==> src/rtl/att_pkg.sv <==
`timescale 1ns / 1ps

package att_pkg;

    localparam int SLOTS_DEFAULT = 32;

    localparam logic [1:0] ACT_INSERT   = 2'd0;
    localparam logic [1:0] ACT_REMOVE   = 2'd1;
    localparam logic [1:0] ACT_SNAPSHOT = 2'd2;
    localparam logic [1:0] ACT_HWM      = 2'd3;

    localparam logic [1:0] ST_OK        = 2'd0;
    localparam logic [1:0] ST_FULL      = 2'd1;
    localparam logic [1:0] ST_NOT_FOUND = 2'd2;

    localparam logic [63:0] TS_ALL_ONES = 64'hFFFF_FFFF_FFFF_FFFF;

    typedef struct packed {
        logic [1:0]  action;
        logic [15:0] handle;
        logic [63:0] read_ts;
        logic [63:0] global_id;
        logic [63:0] bound;
    } in_item_t;

    typedef struct packed {
        logic [1:0]  status;
        logic [63:0] txn_id;
        logic [63:0] ts_value;
        logic        empty_res;
        logic        last;
    } out_item_t;

endpackage

==> src/rtl/att_slot_store.sv <==
`timescale 1ns / 1ps

module att_slot_store
    import att_pkg::*;
#(
    parameter int SLOTS = SLOTS_DEFAULT,
    localparam int IDX_W = (SLOTS > 1) ? $clog2(SLOTS) : 1
) (
    input  logic             aclk,
    input  logic             aresetn,
    input  logic             rd_en,
    input  logic [IDX_W-1:0] rd_idx,
    output logic             rd_valid,
    output logic [15:0]      rd_handle,
    output logic [63:0]      rd_ts,
    input  logic             wr_en,
    input  logic [IDX_W-1:0] wr_idx,
    input  logic [15:0]      wr_handle,
    input  logic [63:0]      wr_ts,
    input  logic             clr_en,
    input  logic [IDX_W-1:0] clr_idx
);

    logic [SLOTS-1:0] valid_reg;
    logic [15:0]      handle_mem [0:SLOTS-1];
    logic [63:0]      ts_mem     [0:SLOTS-1];
    logic             rd_valid_reg;
    logic [15:0]      rd_handle_reg;
    logic [63:0]      rd_ts_reg;

    always_ff @(posedge aclk) begin
        if (!aresetn) begin
            valid_reg <= '0;
        end else begin
            if (wr_en) begin
                valid_reg[wr_idx] <= 1'b1;
            end
            if (clr_en) begin
                valid_reg[clr_idx] <= 1'b0;
            end
        end
    end

    always_ff @(posedge aclk) begin
        if (wr_en) begin
            handle_mem[wr_idx] <= wr_handle;
            ts_mem[wr_idx]     <= wr_ts;
        end
        if (rd_en) begin
            rd_valid_reg  <= valid_reg[rd_idx];
            rd_handle_reg <= handle_mem[rd_idx];
            rd_ts_reg     <= ts_mem[rd_idx];
        end
    end

    assign rd_valid  = rd_valid_reg;
    assign rd_handle = rd_handle_reg;
    assign rd_ts     = rd_ts_reg;

endmodule

==> src/rtl/active_transaction_table_top.sv <==
// Insert, remove and high water mark give their result after one pass over all SLOTS slots.
// Snapshot with n qualifying slots makes n passes, one result per pass (one empty result if n is 0).
// A result held by a low m_ready delays the loading of the next result until it is taken.
// Throughput: one item at a time; s_ready is low from transfer until the last result is loaded.
// Every pass walks the slot memory one entry per cycle through a single compare path.
// Reset (aresetn low, synchronous) clears all slot valid bits at once; no clearing pass.
`timescale 1ns / 1ps

module active_transaction_table_top
    import att_pkg::*;
#(
    parameter int SLOTS = SLOTS_DEFAULT
) (
    input  logic      aclk,
    input  logic      aresetn,
    input  logic      s_valid,
    output logic      s_ready,
    input  in_item_t  s_data,
    output logic      m_valid,
    input  logic      m_ready,
    output out_item_t m_data
);

    localparam int IDX_W = (SLOTS > 1) ? $clog2(SLOTS) : 1;
    localparam int CNT_W = $clog2(SLOTS + 1);

    localparam logic [1:0] S_IDLE = 2'd0;
    localparam logic [1:0] S_SCAN = 2'd1;
    localparam logic [1:0] S_EMIT = 2'd2;

    logic [1:0]       state_reg, state_next;
    in_item_t         in_reg, in_next;
    logic [CNT_W-1:0] scan_reg, scan_next;
    logic             pend_reg, pend_next;
    logic [IDX_W-1:0] eidx_reg, eidx_next;
    logic             found_reg, found_next;
    logic [IDX_W-1:0] best_idx_reg, best_idx_next;
    logic [63:0]      best_v_reg, best_v_next;
    logic [CNT_W-1:0] cnt_reg, cnt_next;
    logic [63:0]      prev_v_reg, prev_v_next;
    logic [IDX_W-1:0] prev_idx_reg, prev_idx_next;
    logic             first_reg, first_next;
    out_item_t        out_reg, out_next;
    logic             m_valid_reg, m_valid_next;

    logic             rd_en;
    logic             rd_valid;
    logic [15:0]      rd_handle;
    logic [63:0]      rd_ts;
    logic             wr_en;
    logic             clr_en;
    logic             qual;
    logic             out_free;

    att_slot_store #(
        .SLOTS(SLOTS)
    ) u_store (
        .aclk      (aclk),
        .aresetn   (aresetn),
        .rd_en     (rd_en),
        .rd_idx    (scan_reg[IDX_W-1:0]),
        .rd_valid  (rd_valid),
        .rd_handle (rd_handle),
        .rd_ts     (rd_ts),
        .wr_en     (wr_en),
        .wr_idx    (best_idx_reg),
        .wr_handle (in_reg.handle),
        .wr_ts     (in_reg.read_ts),
        .clr_en    (clr_en),
        .clr_idx   (best_idx_reg)
    );

    assign rd_en    = (state_reg == S_SCAN) && (scan_reg != CNT_W'(SLOTS));
    assign out_free = !m_valid_reg || m_ready;

    // Snapshot order is by value descending, then slot index ascending.
    assign qual = rd_valid && (rd_ts < in_reg.bound) &&
                  (first_reg || (rd_ts < prev_v_reg) ||
                   ((rd_ts == prev_v_reg) && (eidx_reg > prev_idx_reg)));

    always_comb begin
        state_next    = state_reg;
        in_next       = in_reg;
        scan_next     = scan_reg;
        pend_next     = rd_en;
        eidx_next     = scan_reg[IDX_W-1:0];
        found_next    = found_reg;
        best_idx_next = best_idx_reg;
        best_v_next   = best_v_reg;
        cnt_next      = cnt_reg;
        prev_v_next   = prev_v_reg;
        prev_idx_next = prev_idx_reg;
        first_next    = first_reg;
        out_next      = out_reg;
        m_valid_next  = m_valid_reg && !m_ready;
        wr_en         = 1'b0;
        clr_en        = 1'b0;

        case (state_reg)
            S_IDLE: begin
                if (s_valid) begin
                    in_next     = s_data;
                    scan_next   = '0;
                    found_next  = 1'b0;
                    cnt_next    = '0;
                    first_next  = 1'b1;
                    best_v_next = TS_ALL_ONES;
                    state_next  = S_SCAN;
                end
            end
            S_SCAN: begin
                if (rd_en) begin
                    scan_next = scan_reg + CNT_W'(1);
                end
                if (pend_reg) begin
                    case (in_reg.action)
                        ACT_INSERT: begin
                            if (!rd_valid && !found_reg) begin
                                found_next    = 1'b1;
                                best_idx_next = eidx_reg;
                            end
                        end
                        ACT_REMOVE: begin
                            if (rd_valid && (rd_handle == in_reg.handle) && !found_reg) begin
                                found_next    = 1'b1;
                                best_idx_next = eidx_reg;
                            end
                        end
                        ACT_SNAPSHOT: begin
                            if (qual) begin
                                cnt_next = cnt_reg + CNT_W'(1);
                                if (!found_reg || (rd_ts > best_v_reg)) begin
                                    found_next    = 1'b1;
                                    best_v_next   = rd_ts;
                                    best_idx_next = eidx_reg;
                                end
                            end
                        end
                        default: begin
                            if (rd_valid && (rd_ts < best_v_reg)) begin
                                best_v_next = rd_ts;
                            end
                        end
                    endcase
                end else if (scan_reg == CNT_W'(SLOTS)) begin
                    state_next = S_EMIT;
                end
            end
            S_EMIT: begin
                if (out_free) begin
                    m_valid_next       = 1'b1;
                    out_next.status    = ST_OK;
                    out_next.txn_id    = '0;
                    out_next.ts_value  = '0;
                    out_next.empty_res = 1'b0;
                    out_next.last      = 1'b1;
                    state_next         = S_IDLE;
                    case (in_reg.action)
                        ACT_INSERT: begin
                            if (found_reg) begin
                                out_next.txn_id = in_reg.global_id;
                                wr_en           = 1'b1;
                            end else begin
                                out_next.status = ST_FULL;
                            end
                        end
                        ACT_REMOVE: begin
                            if (found_reg) begin
                                clr_en = 1'b1;
                            end else begin
                                out_next.status = ST_NOT_FOUND;
                            end
                        end
                        ACT_SNAPSHOT: begin
                            if (!found_reg) begin
                                out_next.ts_value  = TS_ALL_ONES;
                                out_next.empty_res = 1'b1;
                            end else begin
                                out_next.ts_value = best_v_reg;
                                out_next.last     = (cnt_reg == CNT_W'(1));
                                if (cnt_reg != CNT_W'(1)) begin
                                    // advance past this element and rescan
                                    prev_v_next   = best_v_reg;
                                    prev_idx_next = best_idx_reg;
                                    first_next    = 1'b0;
                                    found_next    = 1'b0;
                                    cnt_next      = '0;
                                    scan_next     = '0;
                                    state_next    = S_SCAN;
                                end
                            end
                        end
                        default: begin
                            out_next.ts_value = best_v_reg;
                        end
                    endcase
                end
            end
            default: begin
                state_next = S_IDLE;
            end
        endcase
    end

    always_ff @(posedge aclk) begin
        if (!aresetn) begin
            state_reg   <= S_IDLE;
            pend_reg    <= 1'b0;
            m_valid_reg <= 1'b0;
        end else begin
            state_reg   <= state_next;
            pend_reg    <= pend_next;
            m_valid_reg <= m_valid_next;
        end
    end

    always_ff @(posedge aclk) begin
        in_reg       <= in_next;
        scan_reg     <= scan_next;
        eidx_reg     <= eidx_next;
        found_reg    <= found_next;
        best_idx_reg <= best_idx_next;
        best_v_reg   <= best_v_next;
        cnt_reg      <= cnt_next;
        prev_v_reg   <= prev_v_next;
        prev_idx_reg <= prev_idx_next;
        first_reg    <= first_next;
        out_reg      <= out_next;
    end

    assign s_ready = (state_reg == S_IDLE);
    assign m_valid = m_valid_reg;
    assign m_data  = out_reg;

endmodule

==> config.mk <==
export PLATFORM = sky130hd
export DESIGN_NAME = active_transaction_table_top
export DESIGN_NICKNAME = d
export VERILOG_FILES = /design/src/rtl/att_pkg.sv /design/src/rtl/att_slot_store.sv /design/src/rtl/active_transaction_table_top.sv
export SDC_FILE = /design/constraint.sdc
export NUM_CORES = 2
export LEC_CHECK = 0
export BUFFER_PORTS_ARGS = -buffer_cell sky130_fd_sc_hd__buf_4
export CAP_MARGIN = 10
export CORE_ASPECT_RATIO = 1.75
export CORE_MARGIN = 2
export CORE_UTILIZATION = 55
export CTS_BUF_LIST = sky130_fd_sc_hd__clkbuf_2 sky130_fd_sc_hd__clkbuf_4 sky130_fd_sc_hd__clkbuf_8
export CTS_CLUSTER_SIZE = 12
export DETAILED_ROUTE_END_ITERATION = 7
export HOLD_SLACK_MARGIN = 0.05
export PLACE_DENSITY = 0.74
export SLEW_MARGIN = 40
export SYNTH_ARGS = -nofsm -noshare
export SYNTH_HDL_FRONTEND = slang
export SYNTH_HIERARCHICAL = 1
export SYNTH_SLANG_ARGS = --single-unit
==> constraint.sdc <==
create_clock -name aclk -period 11.4 [get_ports aclk]
set_input_delay 0.57 -clock aclk [delete_from_list [all_inputs] [get_ports aclk]]
set_output_delay 0.57 -clock aclk [all_outputs]
set_load 0.005 [all_outputs]
==> results.toml <==
[synth]
synthesis.area_sq_um = 123000
async_flop_share_pct = 0
ys_seq_elements = 3176
ys_seq_area_share_pct = 77.0
postSynthAreaPerCell_sq_um = 19.8
synthTopCellsByArea = "edfxtp_1, mux4_2, mux2i_1"
ys_types = 72
synth_warnings = 6
synth_edf_count = 3135
syn-num-nets = 6641
synth.top_cells.by_count = "edfxtp_1, mux2i_1, mux4_2"
yosysTopAreaCell = "edfxtp_1"
synth_cells = 6222
yosysMostFrequentCell = "edfxtp_1"
synthFlopType = "edfxtp_1"
synth_top_area_share_pct = 76.4

[global_routing]
gr-total-overflow = 0
antenna_found_initial = 27
grt_pass1_vias = 66224
grt_max_degree = 112
grt_usage_pct = 27.1
grt_pass1_wl_microns = 448000

[floorplanning]
start_util_pct = 55.1
placementRows = 230
die-area_sq_um = 228000
die_w_microns = 362
die_y_microns = 630
io_pins = 348
core_sq_um = 224000

[cells_and_area]
drive_gt1_share_pct = 23.5
synthToLayoutAreaGrowth_pct = 15.1
nets = 7581
fillCellCount = 14749
final_core_util_pct = 63.5
largest_reg_flops = 2048

[pwr]
irDropWorstVdd_uv = 188
leakage_nw = 48.1
powerDensity_nw_per_um2 = 225

[timing]
finalHoldViolations = 0
tns_ps = 0
rsz0062_at_grt = "no"
tightest_slew_ps = 1100
post-route-period-util_pct = 42.5
relSlewSlack_pct = 26.1
fmax_mhz = 206
fin_skew_ps = 67.1
drv_slew = 0
period_needed_ps = 4850
setup_violations = 0

[clock_tree]
cts-root-buf = "clkbuf_8"
postCtsSetupRepairBufs = 0
clk-insertion-delay-late_ps = 1010
ctsLongestPathBuffers = 4
cts_sinks = 3176
htreeDepth = 5
ctsHoldBuffers = 212
cts_resized = 0
cts_made_buffers = 422
cts_tree = "done"
cts.clk_slew.worst_paths_ps = 70

[place]
portBuffers = 347
dp_hpwl_microns = 189000
gp_congestion = 0.937

[hold_path]
hold_path_class = "input port to flip-flop"

[job]
cap_violations = 0

[critical_path]
cp_data_arrival_time_ps = 5450
crit_chain = "ha_1, a21oi_1, o21ai_0, a41oi_1, or3_1, a31oi_1, nor3_2, nand4b_2, a311oi_4, buf_4"
cp_slowest_stage_delay_ps = 670
cp-start-kind = "flip-flop"
critical_path_class = "flip-flop to flip-flop"
required_ps = 12000
crit_slowest_cell = "buf_4"
cp-end-kind = "flip-flop"
cp_max_fo = 48

[drt]
first_pass_iters = 6
avgViaCountPerCell = 6.21
drc = 0
via_count = 64704
wl_microns = 314000
ant_nets = 0
wire_per_inst_microns = 30.2
drtIter0Drc = 7038

[status]
status = "complete, no violations"
[layout by cell type (no fill, tap or decap), types with 11 or more instances in the layout]
| cell | count |
|---|---|
| buf_12 | 13 |
| buf_8 | 16 |
| clkbuf_4 | 103 |
| edfxtp_1 | 3135 |
| xnor2_1 | 16 |
| dfxtp_1 | 41 |
| nor3_1 | 12 |
| nand2b_1 | 70 |
| o211ai_1 | 36 |
| bufinv_16 | 26 |
| nand2_1 | 81 |
| a22oi_1 | 317 |
| inv_1 | 210 |
| buf_4 | 461 |
| a2111oi_2 | 16 |
| nand3b_1 | 11 |
| clkinv_2 | 67 |
| nor2_4 | 35 |
| a211oi_1 | 33 |
| o21ai_0 | 30 |
| a211oi_2 | 18 |
| o221a_2 | 32 |
| clkbuf_8 | 434 |
| buf_6 | 101 |
| nor2_1 | 54 |
| dlygate4sd3_1 | 212 |
| mux4_2 | 348 |
| diode_2 | 22 |
| a21o_1 | 89 |
| nand3_1 | 25 |
| mux2i_1 | 673 |
| nand4_1 | 100 |
| and2_1 | 69 |
| clkinv_1 | 105 |
| o22ai_1 | 59 |
| ha_1 | 204 |
| a21oi_1 | 75 |
[final cells by class]
type	count	area (sq um)	share of cell area, %
Antenna cell	22	55.1	0.0388
Clock buffer	537	6750	4.75
Clock inverter	218	1700	1.20
Inverter	210	788	0.555
Multi-Input combinational cell	2544	26700	18.8
Sequential cell	3176	95000	66.9
Tap cell	2900	3630	2.56
Timing Repair Buffer	808	7340	5.17
[power by group]
part	internal (mW)	switching [mW]
Combinational	3.35	5.48
Clock	4.48	4.13
Sequential	14.1	0.485
[cells by family (layout without fill, tap and decap cells)]
| logic type | Yosys count | after routing | synth area share, % |
|---|---|---|---|
| multiplexers | 1021 | 1021 | 11.8 |
| adder cells (fa/ha/maj) | 205 | 205 | 2.08 |
| XOR/XNOR | 24 | 24 | 0.170 |
| flip-flops | 3176 | 3176 | 77.0 |
| buffers and inverters | 502 | 1773 | 1.86 |
| AND/OR/NAND/NOR | 536 | 536 | 2.48 |
| other | 0 | 22 | 0 |
| AO/OA/AOI/OAI | 758 | 758 | 4.57 |
[worst max-delay path, delay by kind of cell, from the launching register on]
family                   cells  cell delay (ps)
AO/OA/AOI/OAI                5             1520
adder cells (fa/ha/maj)      1              340
buffers and inverters        1              670
flip-flops                   1              460
AND/OR/NAND/NOR              3             1350
[layer usage]
layer / GRT usage, % / share of wire (%) / up-vias
li1: - / - / 27312
met1: 31.9 / 35 / 33311
met2: 48.1 / 52 / 3310
met3: 4.31 / 7.7 / 757
met4: 14.0 / 5.7 / 14
met5: 0 / 0.027 / -
[stage by stage]
step | instances | total power, mW | worst slack (ps) | hold slack [ps] | area (sq um)
2_1_floorplan | 6222 | 20.0 | 1890 | 408 | 123000
3_3_place_gp | 9332 | 23.0 | 5730 | 425 | 130000
3_5_place_dp | 9384 | 23.4 | 6540 | 433 | 131000
4_1_cts | 10351 | 32.0 | 6540 | 202 | 141000
5_1_grt | 10407 | 33.0 | 6490 | 266 | 142000
6_report | 10415 | 32.0 | 6550 | 288 | 142000
[final timing paths]
| kind | startpoint | to | slack, ps | cells past startpoint |
|---|---|---|---|---|
| max | u_store/rd_ts[9] | best_v_reg[32] | 6550 | 10 |
| min | s_data[135] | in_reg[135] | 290 | 2 |
| max reg2reg | u_store/rd_ts[9] | best_v_reg[32] | 6550 | 10 |
| min reg2reg | eidx_reg[4] | best_idx_reg[4] | 440 | 0 |
Power figures use the tool's default switching activity.
